## src/hdl/lpmr_pkg.sv

```systemverilog
`timescale 1ns / 1ps

package lpmr_pkg;

   // Ring geometry
   localparam int RING_WORDS = 64;
   localparam int PTR_W      = (RING_WORDS > 1) ? $clog2(RING_WORDS) : 1;
   localparam int FREE_W     = $clog2(RING_WORDS + 1);

   // Field widths
   localparam int KIND_W    = 2;
   localparam int MLEN_W    = 16;
   localparam int WORD_W    = 32;
   localparam int OLEN_W    = 8;
   localparam int PAD_W     = 15;
   localparam int REQ_DATA_W = 48;
   localparam int RSP_DATA_W = 40;

   // Longest message a pop reports, in bytes
   localparam logic [OLEN_W-1:0] MAX_POP_LEN = OLEN_W'(252);

   // Request kinds carried in req_tuser
   localparam logic [KIND_W-1:0] REQ_PUSH_HDR  = 2'd0;
   localparam logic [KIND_W-1:0] REQ_PUSH_DATA = 2'd1;
   localparam logic [KIND_W-1:0] REQ_POP       = 2'd2;

   typedef enum logic [2:0] {
      STATUS_OK       = 3'd0,
      STATUS_TOO_BIG  = 3'd1,
      STATUS_OVERFLOW = 3'd2,
      STATUS_EMPTY    = 3'd3,
      STATUS_BUSY     = 3'd4
   } status_type;

   typedef enum logic [1:0] {
      S_IDLE,
      S_POP_HDR,
      S_POP_WORD,
      S_POP_ZERO
   } state_type;

   // Ring memory access for one cycle
   typedef struct packed {
      logic              wr_en;
      logic [PTR_W-1:0]  wr_addr;
      logic [WORD_W-1:0] wr_data;
      logic              rd_en;
      logic [PTR_W-1:0]  rd_addr;
   } mem_req_type;

   // Advance a ring pointer with wrap
   function automatic logic [PTR_W-1:0] next_ptr(input logic [PTR_W-1:0] p);
      logic [PTR_W-1:0] n;
      if (p == PTR_W'(RING_WORDS - 1)) begin
         n = '0;
      end else begin
         n = p + PTR_W'(1);
      end
      return n;
   endfunction

endpackage

```

## src/hdl/lpmr_ram.sv

```systemverilog
`timescale 1ns / 1ps

module lpmr_ram (
   input  logic                          clock,
   input  lpmr_pkg::mem_req_type         mem_req,
   output logic [lpmr_pkg::WORD_W-1:0]   rd_data
);

   logic [lpmr_pkg::WORD_W-1:0] ring_mem [lpmr_pkg::RING_WORDS];
   logic [lpmr_pkg::WORD_W-1:0] rd_data_ff;

   // Write port
   always_ff @(posedge clock) begin
      if (mem_req.wr_en) begin
         ring_mem[mem_req.wr_addr] <= mem_req.wr_data;
      end
   end

   // Registered read port, holds until the next read
   always_ff @(posedge clock) begin
      if (mem_req.rd_en) begin
         rd_data_ff <= ring_mem[mem_req.rd_addr];
      end
   end

   assign rd_data = rd_data_ff;

endmodule

```

## src/hdl/lpmr_ctrl.sv

```systemverilog
`timescale 1ns / 1ps

module lpmr_ctrl (
   input  logic                            clock,
   input  logic                            reset,
   input  logic                            req_tvalid,
   output logic                            req_tready,
   input  logic [lpmr_pkg::KIND_W-1:0]     req_kind,
   input  logic [lpmr_pkg::MLEN_W-1:0]     req_length,
   input  logic [lpmr_pkg::WORD_W-1:0]     req_word,
   output logic                            rsp_tvalid,
   input  logic                            rsp_tready,
   output lpmr_pkg::status_type            rsp_status,
   output logic [lpmr_pkg::OLEN_W-1:0]     rsp_length,
   output logic [lpmr_pkg::WORD_W-1:0]     rsp_word,
   output logic                            rsp_last,
   output lpmr_pkg::mem_req_type           mem_req,
   input  logic [lpmr_pkg::WORD_W-1:0]     mem_rd_data
);

   lpmr_pkg::state_type state_ff, state_in;

   logic [lpmr_pkg::PTR_W-1:0]  wp_ff, wp_in;
   logic [lpmr_pkg::PTR_W-1:0]  rp_ff, rp_in;
   logic                        full_ff, full_in;
   logic [lpmr_pkg::PAD_W-1:0]  words_left_ff, words_left_in;
   logic                        discarding_ff, discarding_in;
   logic [lpmr_pkg::OLEN_W-1:0] len_ff, len_in;
   logic [lpmr_pkg::OLEN_W-1:0] bytes_left_ff, bytes_left_in;

   logic                        rsp_valid_ff, rsp_valid_in;
   lpmr_pkg::status_type        rsp_status_ff, rsp_status_in;
   logic [lpmr_pkg::OLEN_W-1:0] rsp_length_ff, rsp_length_in;
   logic [lpmr_pkg::WORD_W-1:0] rsp_word_ff, rsp_word_in;
   logic                        rsp_last_ff, rsp_last_in;
   logic                        rsp_load;

   logic                        skid_valid_ff, skid_valid_in;
   lpmr_pkg::status_type        skid_status_ff, skid_status_in;
   logic [lpmr_pkg::OLEN_W-1:0] skid_length_ff, skid_length_in;
   logic [lpmr_pkg::WORD_W-1:0] skid_word_ff, skid_word_in;
   logic                        skid_last_ff, skid_last_in;

   lpmr_pkg::status_type        item_status;
   logic [lpmr_pkg::OLEN_W-1:0] item_length;
   logic [lpmr_pkg::WORD_W-1:0] item_word;
   logic                        item_last;

   logic                        slot_free;
   logic                        accept;
   logic                        busy;
   logic                        empty;
   logic                        pop_go;
   logic [lpmr_pkg::FREE_W-1:0] free_words;
   logic [lpmr_pkg::PAD_W-1:0]  padded;
   logic [lpmr_pkg::OLEN_W-1:0] hdr_len;
   logic                        last_word;
   logic [lpmr_pkg::WORD_W-1:0] masked_word;

   // Decode shared by both state machine blocks
   always_comb begin
      slot_free = !skid_valid_ff;
      accept    = req_tvalid && slot_free && (state_ff == lpmr_pkg::S_IDLE);
      busy      = (words_left_ff != '0);
      empty     = !full_ff && (rp_ff == wp_ff);
      pop_go    = accept && (req_kind == lpmr_pkg::REQ_POP) && !busy && !empty;
      padded    = lpmr_pkg::PAD_W'(({1'b0, req_length} + 17'd3) >> 2);
      if (full_ff) begin
         free_words = '0;
      end else if (wp_ff >= rp_ff) begin
         free_words = lpmr_pkg::FREE_W'(lpmr_pkg::RING_WORDS)
                      - lpmr_pkg::FREE_W'(wp_ff) + lpmr_pkg::FREE_W'(rp_ff);
      end else begin
         free_words = lpmr_pkg::FREE_W'(rp_ff) - lpmr_pkg::FREE_W'(wp_ff);
      end
      if (mem_rd_data[lpmr_pkg::MLEN_W-1:0] > lpmr_pkg::MLEN_W'(lpmr_pkg::MAX_POP_LEN)) begin
         hdr_len = lpmr_pkg::MAX_POP_LEN;
      end else begin
         hdr_len = mem_rd_data[lpmr_pkg::OLEN_W-1:0];
      end
      last_word = (bytes_left_ff <= lpmr_pkg::OLEN_W'(4));
      // Zero the bytes past the message end
      masked_word = mem_rd_data;
      if (bytes_left_ff < lpmr_pkg::OLEN_W'(4)) begin
         case (bytes_left_ff[1:0])
            2'd1:    masked_word = mem_rd_data & 32'h0000_00FF;
            2'd2:    masked_word = mem_rd_data & 32'h0000_FFFF;
            2'd3:    masked_word = mem_rd_data & 32'h00FF_FFFF;
            default: masked_word = '0;
         endcase
      end
   end

   // Next state
   always_comb begin
      state_in = state_ff;
      case (state_ff)
         lpmr_pkg::S_IDLE: begin
            if (pop_go) begin
               state_in = lpmr_pkg::S_POP_HDR;
            end
         end
         lpmr_pkg::S_POP_HDR: begin
            if (hdr_len == '0) begin
               state_in = lpmr_pkg::S_POP_ZERO;
            end else begin
               state_in = lpmr_pkg::S_POP_WORD;
            end
         end
         lpmr_pkg::S_POP_WORD: begin
            if (slot_free && last_word) begin
               state_in = lpmr_pkg::S_IDLE;
            end
         end
         lpmr_pkg::S_POP_ZERO: begin
            if (slot_free) begin
               state_in = lpmr_pkg::S_IDLE;
            end
         end
         default: state_in = lpmr_pkg::S_IDLE;
      endcase
   end

   // Outputs, memory access and datapath updates
   always_comb begin
      req_tready    = slot_free && (state_ff == lpmr_pkg::S_IDLE);
      mem_req       = '0;
      wp_in         = wp_ff;
      rp_in         = rp_ff;
      full_in       = full_ff;
      words_left_in = words_left_ff;
      discarding_in = discarding_ff;
      len_in        = len_ff;
      bytes_left_in = bytes_left_ff;
      rsp_load      = 1'b0;
      item_status   = lpmr_pkg::STATUS_OK;
      item_length   = '0;
      item_word     = '0;
      item_last     = 1'b0;
      case (state_ff)
         lpmr_pkg::S_IDLE: begin
            if (accept) begin
               case (req_kind)
                  lpmr_pkg::REQ_PUSH_HDR: begin
                     rsp_load    = 1'b1;
                     item_length = '0;
                     item_word   = '0;
                     item_last   = 1'b1;
                     if (busy) begin
                        item_status = lpmr_pkg::STATUS_BUSY;
                     end else begin
                        words_left_in = padded;
                        if (padded >= lpmr_pkg::PAD_W'(lpmr_pkg::RING_WORDS)) begin
                           item_status   = lpmr_pkg::STATUS_TOO_BIG;
                           discarding_in = (padded != '0);
                        end else if (padded >= lpmr_pkg::PAD_W'(free_words)) begin
                           item_status   = lpmr_pkg::STATUS_OVERFLOW;
                           discarding_in = (padded != '0);
                        end else begin
                           item_status     = lpmr_pkg::STATUS_OK;
                           discarding_in   = 1'b0;
                           mem_req.wr_en   = 1'b1;
                           mem_req.wr_addr = wp_ff;
                           mem_req.wr_data = lpmr_pkg::WORD_W'(req_length);
                           wp_in           = lpmr_pkg::next_ptr(wp_ff);
                           full_in         = (lpmr_pkg::next_ptr(wp_ff) == rp_ff);
                        end
                     end
                  end
                  lpmr_pkg::REQ_PUSH_DATA: begin
                     if (busy) begin
                        words_left_in = words_left_ff - lpmr_pkg::PAD_W'(1);
                        if (!discarding_ff) begin
                           mem_req.wr_en   = 1'b1;
                           mem_req.wr_addr = wp_ff;
                           mem_req.wr_data = req_word;
                           wp_in           = lpmr_pkg::next_ptr(wp_ff);
                           full_in         = (lpmr_pkg::next_ptr(wp_ff) == rp_ff);
                        end
                        if (words_left_ff == lpmr_pkg::PAD_W'(1)) begin
                           discarding_in = 1'b0;
                        end
                     end
                  end
                  lpmr_pkg::REQ_POP: begin
                     if (busy || empty) begin
                        rsp_load    = 1'b1;
                        item_status = busy ? lpmr_pkg::STATUS_BUSY : lpmr_pkg::STATUS_EMPTY;
                        item_length = '0;
                        item_word   = '0;
                        item_last   = 1'b1;
                     end else begin
                        mem_req.rd_en   = 1'b1;
                        mem_req.rd_addr = rp_ff;
                        rp_in           = lpmr_pkg::next_ptr(rp_ff);
                        full_in         = 1'b0;
                     end
                  end
                  default: begin
                  end
               endcase
            end
         end
         lpmr_pkg::S_POP_HDR: begin
            // Header word arrived: latch length, fetch first data word if there is one
            len_in        = hdr_len;
            bytes_left_in = hdr_len;
            if (hdr_len != '0) begin
               mem_req.rd_en   = 1'b1;
               mem_req.rd_addr = rp_ff;
               rp_in           = lpmr_pkg::next_ptr(rp_ff);
            end
         end
         lpmr_pkg::S_POP_WORD: begin
            if (slot_free) begin
               rsp_load    = 1'b1;
               item_status = lpmr_pkg::STATUS_OK;
               item_length = len_ff;
               item_word   = masked_word;
               item_last   = last_word;
               if (!last_word) begin
                  mem_req.rd_en   = 1'b1;
                  mem_req.rd_addr = rp_ff;
                  rp_in           = lpmr_pkg::next_ptr(rp_ff);
                  bytes_left_in   = bytes_left_ff - lpmr_pkg::OLEN_W'(4);
               end
            end
         end
         lpmr_pkg::S_POP_ZERO: begin
            if (slot_free) begin
               rsp_load    = 1'b1;
               item_status = lpmr_pkg::STATUS_OK;
               item_length = len_ff;
               item_word   = '0;
               item_last   = 1'b1;
            end
         end
         default: begin
         end
      endcase
   end

   // Load a new item into the output register, or into the spare slot while it waits; else advance the spare item
   always_comb begin
      rsp_valid_in   = rsp_valid_ff;
      rsp_status_in  = rsp_status_ff;
      rsp_length_in  = rsp_length_ff;
      rsp_word_in    = rsp_word_ff;
      rsp_last_in    = rsp_last_ff;
      skid_valid_in  = skid_valid_ff;
      skid_status_in = skid_status_ff;
      skid_length_in = skid_length_ff;
      skid_word_in   = skid_word_ff;
      skid_last_in   = skid_last_ff;
      if (rsp_load) begin
         if (!rsp_valid_ff || rsp_tready) begin
            rsp_valid_in  = 1'b1;
            rsp_status_in = item_status;
            rsp_length_in = item_length;
            rsp_word_in   = item_word;
            rsp_last_in   = item_last;
         end else begin
            skid_valid_in  = 1'b1;
            skid_status_in = item_status;
            skid_length_in = item_length;
            skid_word_in   = item_word;
            skid_last_in   = item_last;
         end
      end else if (rsp_tready) begin
         if (skid_valid_ff) begin
            // Advance the spare item into the output register
            rsp_status_in = skid_status_ff;
            rsp_length_in = skid_length_ff;
            rsp_word_in   = skid_word_ff;
            rsp_last_in   = skid_last_ff;
            skid_valid_in = 1'b0;
         end else begin
            rsp_valid_in = 1'b0;
         end
      end
   end

   // Control registers
   always_ff @(posedge clock) begin
      if (reset) begin
         state_ff      <= lpmr_pkg::S_IDLE;
         wp_ff         <= '0;
         rp_ff         <= '0;
         full_ff       <= 1'b0;
         words_left_ff <= '0;
         discarding_ff <= 1'b0;
         rsp_valid_ff  <= 1'b0;
         skid_valid_ff <= 1'b0;
      end else begin
         state_ff      <= state_in;
         wp_ff         <= wp_in;
         rp_ff         <= rp_in;
         full_ff       <= full_in;
         words_left_ff <= words_left_in;
         discarding_ff <= discarding_in;
         rsp_valid_ff  <= rsp_valid_in;
         skid_valid_ff <= skid_valid_in;
      end
   end

   // Payload registers
   always_ff @(posedge clock) begin
      len_ff         <= len_in;
      bytes_left_ff  <= bytes_left_in;
      rsp_status_ff  <= rsp_status_in;
      rsp_length_ff  <= rsp_length_in;
      rsp_word_ff    <= rsp_word_in;
      rsp_last_ff    <= rsp_last_in;
      skid_status_ff <= skid_status_in;
      skid_length_ff <= skid_length_in;
      skid_word_ff   <= skid_word_in;
      skid_last_ff   <= skid_last_in;
   end

   assign rsp_tvalid = rsp_valid_ff;
   assign rsp_status = rsp_status_ff;
   assign rsp_length = rsp_length_ff;
   assign rsp_word   = rsp_word_ff;
   assign rsp_last   = rsp_last_ff;

   // Full ring only with both pointers together
   a_full_ptrs: assert property (@(posedge clock) disable iff (reset)
      full_ff |-> (wp_ff == rp_ff))
      else $error("ring full with pointers apart");

   // Dropping data only while words are still expected
   a_discard_words: assert property (@(posedge clock) disable iff (reset)
      discarding_ff |-> (words_left_ff != '0))
      else $error("discarding with no words left");

   // No ring writes while a pop streams out
   a_no_write_in_pop: assert property (@(posedge clock) disable iff (reset)
      (state_ff != lpmr_pkg::S_IDLE) |-> !mem_req.wr_en)
      else $error("ring write during pop");

   // A word state always has bytes still to send
   a_word_bytes: assert property (@(posedge clock) disable iff (reset)
      (state_ff == lpmr_pkg::S_POP_WORD) |-> (bytes_left_ff != '0))
      else $error("pop word state with no bytes left");

   // The spare slot fills only behind a waiting output item
   a_skid_behind: assert property (@(posedge clock) disable iff (reset)
      skid_valid_ff |-> rsp_valid_ff)
      else $error("spare item without output item");

endmodule

```

## src/hdl/length_prefixed_message_ring.sv

```systemverilog
`timescale 1ns / 1ps

// Message ring: a queue of variable-length messages kept in a 64-word memory.
// req channel: req_tuser selects push header (with byte length), push data
// word, or pop. A push header answers one rsp item with a status (ok, too
// big, overflow, busy); its data words follow as further req items and give
// no rsp item. After a too-big or overflow header the announced words are dropped.
// A pop answers with one rsp item per data word of the oldest message,
// bytes past its length zeroed, tlast on the final one; a zero-length
// message gives one item; an empty ring or an unfinished push give one
// status item. Each rsp item carries tlast = 1 on the end of its answer.
// Timing: a pop reads the header word from the memory, then streams one word
// per cycle while the spare rsp slot is free, through the single read port of
// the ring memory. No new req item is taken until a pop is done.
// Reset clears pointers, full flag and push tracking; the ring is empty.
// A stalled rsp channel holds its item; a spare slot behind the output
// register takes one more rsp item, so a stall drops req_tready only once both
// are full, and req_tready never follows rsp_tready within the same cycle.

module length_prefixed_message_ring (
   input  logic                              clock,
   input  logic                              reset,
   input  logic                              req_tvalid,
   output logic                              req_tready,
   // [15:0] msg_length, [47:16] data_word
   input  logic [lpmr_pkg::REQ_DATA_W-1:0]   req_tdata,
   // [1:0] req_type
   input  logic [lpmr_pkg::KIND_W-1:0]       req_tuser,
   output logic                              rsp_tvalid,
   input  logic                              rsp_tready,
   // [7:0] out_length, [39:8] out_word
   output logic [lpmr_pkg::RSP_DATA_W-1:0]   rsp_tdata,
   // [2:0] status
   output logic [2:0]                        rsp_tuser,
   output logic                              rsp_tlast
);

   lpmr_pkg::mem_req_type       mem_req;
   logic [lpmr_pkg::WORD_W-1:0] mem_rd_data;
   lpmr_pkg::status_type        rsp_status;
   logic [lpmr_pkg::OLEN_W-1:0] rsp_length;
   logic [lpmr_pkg::WORD_W-1:0] rsp_word;

   lpmr_ctrl u_ctrl (
      .clock       (clock),
      .reset       (reset),
      .req_tvalid  (req_tvalid),
      .req_tready  (req_tready),
      .req_kind    (req_tuser),
      .req_length  (req_tdata[15:0]),
      .req_word    (req_tdata[47:16]),
      .rsp_tvalid  (rsp_tvalid),
      .rsp_tready  (rsp_tready),
      .rsp_status  (rsp_status),
      .rsp_length  (rsp_length),
      .rsp_word    (rsp_word),
      .rsp_last    (rsp_tlast),
      .mem_req     (mem_req),
      .mem_rd_data (mem_rd_data)
   );

   lpmr_ram u_ram (
      .clock   (clock),
      .mem_req (mem_req),
      .rd_data (mem_rd_data)
   );

   // Pack the result item
   assign rsp_tdata = {rsp_word, rsp_length};
   assign rsp_tuser = rsp_status;

endmodule

```

## config.mk

```make
export PLATFORM = sky130hd
export DESIGN_NAME = length_prefixed_message_ring
export DESIGN_NICKNAME = d
export VERILOG_FILES = /design/src/hdl/lpmr_pkg.sv /design/src/hdl/lpmr_ram.sv /design/src/hdl/lpmr_ctrl.sv /design/src/hdl/length_prefixed_message_ring.sv
export SDC_FILE = /design/constraint.sdc
export NUM_CORES = 2
export LEC_CHECK = 0
export BUFFER_PORTS_ARGS = -buffer_cell sky130_fd_sc_hd__clkbuf_2
export CAP_MARGIN = 40
export CORE_UTILIZATION = 60
export CTS_CLUSTER_SIZE = 20
export DETAILED_ROUTE_END_ITERATION = 6
export PLACE_DENSITY_LB_ADDON = 0.15
export SYNTH_ARGS = -nofsm -noshare
export SYNTH_HDL_FRONTEND = slang
export SYNTH_SLANG_ARGS = --single-unit
```

## constraint.sdc

```tcl
create_clock -name clock -period 18.7 [get_ports clock]
set_input_delay 2.805 -clock clock [delete_from_list [all_inputs] [get_ports clock]]
set_output_delay 2.805 -clock clock [all_outputs]
set_load 0.005 [all_outputs]
```

# Yosys cells after proc, flatten, opt, wreduce, memory -nomap -nowiden

Memories as Yosys holds them, arrays and structs flattened. A register that Yosys moved wholly into a read port is not among the register bits.
Index checks and enable logic that the tools add are counted.

$add $sub $neg: 8
Multiply operators: 0
Div/mod/pow operators: 0
Magnitude comparators: 6
Eq/ne operators: 33
Shift-type cells: 0
Mux-type cells: 108
Bitwise gates (word level): 1
Reduce and logical (&&, ||, !) cells: 39

Operator list:

| operator              | count |
|---|---|
| $mux 39               | 6 |
| $mux 32               | 7 |
| $mux 6                | 19 |
| $pmux 39 s2           | 1 |
| $mux 8                | 9 |
| $pmux 24 s3           | 1 |
| $mux 7                | 7 |
| $mux 46               | 1 |
| $mux 15               | 2 |
| $mux 3                | 10 |
| $pmux 15 s2           | 1 |
| $reduce_bool 15->1    | 2 |
| $mux 1                | 29 |
| $ne 2x2->1 const B    | 12 |
| $pmux 7 s3            | 1 |
| $eq 6x6->1            | 3 |
| $pmux 6 s3            | 1 |
| $add 16x2->17 const B | 1 |
| $gt 16x8->1 const B   | 1 |
| $pmux 8 s2            | 1 |
| $eq 15x1->1 const B   | 1 |
| $ge 15x7->1           | 1 |
| $ge 15x7->1 const B   | 1 |
| $sub 15x1->15 const B | 1 |
| 35 further kinds      | 76 |

Register bits after elaboration: 137
Latch bits: 0
Memory bits (writable): 2048
ROM bits: 0
Input port bits: 54
Output and inout port bits: 46
Word-level logic and storage cells: 214
Memories kept: 1

Memories:

| name           | depth | width | read ports | clocked after memory_dff | write ports | line          | text |
|---|---|---|---|---|---|---|---|
| u_ram.ring_mem | 64    | 32    | 1          | 1                        | 1           | lpmr_ram.sv:9 | `logic [lpmr_pkg::WORD_W-1:0] ring_mem [lpmr_pkg::RING_WORDS];` |

# Depth between registers and ports, before layout

Depth in word-level cells: 16
Depth in mapped cells: 24
Mapped depth without buffers: 19

# Modules after synthesis

Synthesis repeated with hierarchy kept, for this count alone.

Cell total of the unflattened synthesis: 4247
Area, all modules: 86962.2 um^2

Modules (own cells, without submodules):

| module    | times used | cells an instance | area each (um^2) | seq. area each (um^2) |
|---|---|---|---|---|
| lpmr_ram  | 1          | 3511              | 79359.9          | 62459.9 |
| lpmr_ctrl | 1          | 736               | 7602.3           | 3783.6 |

# Worst setup path after synthesis

OpenSTA, ideal clock, no wires.

Path type: input port to flip-flop
From: input req_tdata[1] in the netlist's numbering
To: memory u_ram.ring_mem[32][0] in the netlist's numbering, enable pin
Library setup time: 0.502 ns
Data arrival time: 8.103 ns
Required time: 18.198 ns
Path slack: 10.095 ns
Stages on the path: 13
Path buffers: 1
Path through: o21ai_0 xnor2_1 ha_1 nor2b_1 o21a_1 o21a_1 o21ai_0 a211o_1 and3_1 a31o_2 clkbuf_1 nand3_1 nor4_1

Longest elaborated chain between the ends: 10
Elaborated cells between the ends (all ways): 11
Classes of those cells: add/sub: 1; order compare: 2; mux: 8

Ends and longest elaborated chain:

| what                         | line                               | text |
|---|---|---|
| from (decl)                  | length_prefixed_message_ring.sv:26 | `input logic [lpmr_pkg::REQ_DATA_W-1:0] req_tdata,` |
| $add 16x2->17 *              | lpmr_ctrl.sv:67                    | `padded = lpmr_pkg::PAD_W'(({1'b0, req_length} + 17'd3) >> 2);` |
| $ge 15x7->1                  | lpmr_ctrl.sv:156                   | `end else if (padded >= lpmr_pkg::PAD_W'(free_words)) begin` |
| $mux 39                      | lpmr_ctrl.sv:156                   |  |
| $mux 39 *                    | lpmr_ctrl.sv:153                   | `if (padded >= lpmr_pkg::PAD_W'(lpmr_pkg::RING_WORDS)) begin` |
| $mux 39 *                    | lpmr_ctrl.sv:149                   | `if (busy) begin` |
| $pmux 39 s2 *                | lpmr_ctrl.sv:143                   | `case (req_kind)` |
| $mux 46 *                    | lpmr_ctrl.sv:142                   | `if (accept) begin` |
| $mux 39 *                    | lpmr_ctrl.sv:140                   | `case (state_ff)` |
| $mux 1                       | lpmr_ram.sv:14                     | `if (mem_req.wr_en) begin` |
| $mux 1 (not written as such) | lpmr_ram.sv:15                     | `ring_mem[mem_req.wr_addr] <= mem_req.wr_data;` |
| to (decl)                    | lpmr_ram.sv:9                      |  |

Mark *: on every way between the ends. The rest lies on a longest branch, timed or not.

# Worst setup path in the final report

From: register u_ctrl.wp_ff[3] in the netlist's numbering
To: memory u_ram.ring_mem[21][7] in the netlist's numbering, enable pin

Longest elaborated chain between the ends: 13
Elaborated cells between the ends (all ways): 17
Classes of those cells: add/sub: 3; order compare: 2; mux: 12

Ends and longest elaborated chain:

| what                         | line             | text |
|---|---|---|
| from (decl)                  | lpmr_ctrl.sv:23  | `logic [lpmr_pkg::PTR_W-1:0] wp_ff, wp_in;` |
| from (signal assigned)       | lpmr_ctrl.sv:296 | `wp_ff <= wp_in;` |
| $sub 7x6->7                  | lpmr_ctrl.sv:72  | `- lpmr_pkg::FREE_W'(wp_ff) + lpmr_pkg::FREE_W'(rp_ff);` |
| $add 7x6->7                  | lpmr_ctrl.sv:72  |  |
| $mux 7                       | lpmr_ctrl.sv:70  | `end else if (wp_ff >= rp_ff) begin` |
| $mux 7                       | lpmr_ctrl.sv:68  | `if (full_ff) begin` |
| $ge 15x7->1                  | lpmr_ctrl.sv:156 |  |
| $mux 39                      | lpmr_ctrl.sv:156 |  |
| $mux 39                      | lpmr_ctrl.sv:153 |  |
| $mux 39                      | lpmr_ctrl.sv:149 |  |
| $pmux 39 s2 *                | lpmr_ctrl.sv:143 |  |
| $mux 46 *                    | lpmr_ctrl.sv:142 |  |
| $mux 39 *                    | lpmr_ctrl.sv:140 |  |
| $mux 1                       | lpmr_ram.sv:14   |  |
| $mux 1 (not written as such) | lpmr_ram.sv:15   |  |

Marked as above.

==> results by group <==
Timing
  • Fmax: 129.7 MHz
  • Hold slack: 481.5 ps
  • Max-slew violations: 0
  • Worst rel slew slack: 0.1633
  • Layout Skew: 37.80 ps
  • Setup TNS: 0 ps
  • Final worst path period share: 0.4125
  • Final worst path period need: 7713 ps
  • RSZ-0062 raised after global routing: no
  • Slew @ Worst Pin: 1255 ps
  • Final hold viol count: 0
  • Final setup violation count: 0

Final layout
  • # fillers: 9827
  • Layout cell share with drive strength beyond 1: 0.1286
  • Nets: 6471
  • Area Growth Syn to Fin: 12.86%
  • Post-Layout Cell Count: 8516

Setup path
  • Worst endpoint data arrival time: 8270 ps
  • Crit path largest cell delay: 780 ps
  • Crit-path slowest cell: dfxtp_1
  • Stages on worst setup path: 20
  • Bufs and invs on worst path: 4
  • CP delay by family, top: simple AND/OR/NAND/NOR gates
  • Worst reg2reg path depth: 20
  • Crit path launch type: register
  • CP max FO: 18
  • CP required: 19260 ps
  • Critical-path cell list: clkinv_1 > ha_1 > nand3_1 > inv_1 > nand4_1 > o21ai_0 > a21oi_1 > mux2i_1 > a221oi_1 > or4b_2 > and3_1 > ha_1 > nor3_1 > a211o_1 > and3_1 > a31o_2 > nand4_1 > buf_4 > nor2_4 > buf_16
  • Crit end category: register
  • Critical path class: reg -> reg

Global route
  • GR Util All Layers: 0.3647
  • GRT Residual Overflow: 0
  • Vias in the first global route: 54364
  • First-pass GRT wire length: 394500 µm
  • Pin count of the biggest net entering global routing: 164
  • Antenna violations before repair: 20

Placed design
  • Placed Cells: 8102
  • Post-DP HPWL: 167100 µm
  • Gp weighted congestion: 0.9482
  • PortBufs: 99

Clocking
  • CTS Buf Count: 216
  • Clock latency at the later pin of the worst-skew pair: 870 ps
  • Htree depth: 4
  • Clock transition at the registers of the reported paths: 60 ps
  • Clock Tree Root: clkbuf_16
  • TritonCTS clock tree: built
  • Clock Path Buffers: 3
  • PostCTS Resize Cnt: 0
  • Clock sinks: 2217
  • Hold buffers post-CTS: 0
  • Total setup buffers inserted after CTS: 0

Yosys
  • Post-synthesis sequential area ratio: 0.7370
  • Synthesized net count: 6397
  • Post-Synth Adder-Cell Area: 0.003564
  • Post-synthesis mux area share: 0.02627
  • XOR/XNOR share of the synthesized area: 0.003216
  • Mapped Avg Cell Area: 14.23 µm²
  • Number of enable flip-flop cells after synthesis: 2184
  • Synthesized cell area: 89880 µm²
  • Largest family of logic cells by synthesized area: compound AO/OA/AOI/OAI gates
  • Mapped Cells: 6318
  • Ys flop type: edfxtp_1
  • Simple-Gate Fraction of Synth Area: 0.06782
  • Compound-Gate Fraction of Synth Area: 0.1323
  • Ys async rst share: 0
  • YS warnings: 0
  • Distinct cells, synth: 73
  • Synthesis-stage register bit count: 2217

Die
  • Starting density of the core: 0.6065
  • Die H: 389.0 µm
  • Chip width: 389.0 µm
  • I/O pin cnt: 100
  • Num rows: 141
  • Core Box Area: 148200 µm²
  • Die Area: 151300 µm²

Pwr
  • Power Total: 11.33 mW
  • Power per cell area: 111.7 nW/µm²
  • Clock share of power: 0.373
  • Leak Pwr: 32.20 nW
  • Combinational power share: 0.122
  • Pint: 8.323 mW
  • VDD IR max: 0.08283 mV
  • Register share of total power: 0.505
  • Sw Pwr: 3.005 mW
  • Sw frac: 0.2653

Detailed routing
  • Vias per cell: 6.932
  • Antenna viol nets, final: 1
  • DR iter-0 viols: 9299
  • Wire per inst: 32.77 µm
  • Total routed wirelength: 279100 µm
  • Routed via count: 59036
  • # DRC: 1
  • DR pass1 iterations: 7

Run
  • Max_cap viols: 0

Outcome
  • Outcome: complete, but fails checks
  • Failing checks: antenna rules, DRC

Min path
  • Hold Crit Depth: 2
  • Hold Crit Class: reg -> reg
logic make-up (layout without fill, tap and decap cells):
group,after synthesis,after routing
flip-flops,2217,2217
AO/OA/AOI/OAI,1822,1822
AND/OR/NAND/NOR,1342,1342
buffers and inverters,651,910
multiplexers,228,228
XOR/XNOR,33,33
adder cells (fa/ha/maj),25,25
other,0,9
synthesized netlist by cell type (10+ instances only):
cell,count,area share
edfxtp_1,2184,0.73
nor2_1,614,0.026
o21ai_0,437,0.024
clkbuf_1,328,0.014
a21oi_1,290,0.016
nand2_1,287,0.012
o211ai_1,240,0.020
o221ai_1,200,0.019
inv_1,178,0.0074
o22ai_1,167,0.012
mux2i_1,165,0.018
a31oi_1,147,0.010
a211oi_1,99,0.0083
buf_2,97,0.0054
and2_1,93,0.0065
nand3_1,86,0.0048
or3_1,73,0.0051
nand2b_1,72,0.0050
mux2_2,63,0.0079
o2111ai_1,60,0.0058
a22oi_1,40,0.0033
o31ai_1,39,0.0033
dfxtp_1,33,0.0074
nor3_1,32,0.0018
ha_1,24,0.0033
buf_1,23,0.00096
o32ai_1,21,0.0020
nand4_1,20,0.0014
o221a_2,20,0.0025
xnor2_1,20,0.0019
o21ai_1,17,0.00095
xor2_1,13,0.0013
buf_4,11,0.00092
and3_1,10,0.00070
sequential cells by signal, indices dropped and copies added (netlist names), 2 cells and up:
| register | cells |
|---|---|
| u_ram.rd_data | 32 |
| u_ram.ring_mem | 2048 |
| u_ctrl.skid_status_ff | 3 |
| u_ctrl.rsp_status | 3 |
| u_ctrl.rp_ff | 6 |
| u_ctrl.state_ff | 2 |
| u_ctrl.len_ff | 8 |
| u_ctrl.skid_length_ff | 8 |
| u_ctrl.skid_word_ff | 32 |
| u_ctrl.rsp_word | 32 |
| u_ctrl.rsp_length | 8 |
| u_ctrl.wp_ff | 6 |
| u_ctrl.words_left_ff | 15 |
| u_ctrl.bytes_left_ff | 8 |
worst register-to-register path, stage by stage (launching register included):
cell      delay [ps]
dfxtp_1          780
clkinv_1         660
ha_1             570
nand3_1          180
inv_1             80
nand4_1          130
o21ai_0          110
a21oi_1          270
mux2i_1          290
a221oi_1         150
or4b_2           620
and3_1           190
ha_1             310
nor3_1           170
a211o_1          140
and3_1           200
a31o_2           470
nand4_1          790
buf_4            520
nor2_4           540
buf_16           240
final timing paths:
path                                          from                                     to  slack (ps)
max                   u_ctrl.wp_ff[3]$_SDFFE_PP0P_        u_ram.ring_mem[21][7]$_DFFE_PP_       10990
max reg2reg           u_ctrl.wp_ff[3]$_SDFFE_PP0P_        u_ram.ring_mem[21][7]$_DFFE_PP_       10990
min reg2reg  u_ctrl.words_left_ff[12]$_SDFFE_PP0P_  u_ctrl.words_left_ff[12]$_SDFFE_PP0P_         480
min          u_ctrl.words_left_ff[12]$_SDFFE_PP0P_  u_ctrl.words_left_ff[12]$_SDFFE_PP0P_         480
power by group through the flow:
stage / sequential, mW / combinational (mW) / clock (mW)
4_1_cts: 5.70 / 1.34 / 4.23
2_1_floorplan: 5.73 / 0.779 / 0
6_report: 5.72 / 1.38 / 4.22
3_5_place_dp: 5.81 / 1.34 / 0
3_3_place_gp: 5.81 / 1.28 / 0
5_1_grt: 5.72 / 1.44 / 4.42
layout make-up:
type	count	area [µm²]	area share
inverter	183	718.2	0.007080
timing repair buffer	324	3606	0.03555
sequential	2217	66260	0.6532
clock buffer	278	5762	0.05680
clock inverter	125	1050	0.01035
antenna	9	22.52	0.0002220
multi-input combinational	3450	21610	0.2130
tap	1930	2415	0.02381
cells in the final DEF, fill, tap and decap left out, types with 20 or more instances in the layout:
master     netlist  routed
a21oi_1        290     289
nor3_1          32      22
and2_2           0      25
nand2b_1        72      72
dfxtp_1         33      29
a31oi_1        147     147
o21ai_0        437     436
o211ai_1       240     240
buf_12           0      50
buf_16           0      40
clkbuf_2         0      99
a22oi_1         40      40
clkinv_2         0      42
o31ai_1         39      37
o221a_2         20      20
edfxtp_1      2184    2184
inv_1          178     177
nand4_1         20      20
clkinv_1         3      54
ha_1            24      24
mux2_2          63      63
nand2_1        287     284
clkbuf_1       328      53
o32ai_1         21      20
o22ai_1        167     167
o221ai_1       200     200
nor2_1         614     553
xnor2_1         20      20
and2_1          93      68
mux2i_1        165     165
a211oi_1        99      99
nand3_1         86      84
buf_4           11     116
or3_1           73      72
nor2_4           0      62
o2111ai_1       60      60
clkbuf_16        0     219
per-layer routing:
layer  up-vias  track usage  part of all wire
met2      4459       0.5175              0.43
met4        18       0.1780             0.055
met3       679       0.1215              0.15
li1      24799            -                 -
met1     29081       0.5084              0.36
met5         -            0           0.00042
metrics by stage:
stage	util	setup slack, ps	area, µm²
2_1_floorplan	-	10100	89880
3_3_place_gp	0.6240	10760	92480
3_5_place_dp	0.6383	10670	94590
4_1_cts	0.6842	11300	101400
5_1_grt	0.6844	10870	101400
6_report	0.6845	10990	101400
Power figures use the tool's default switching activity.
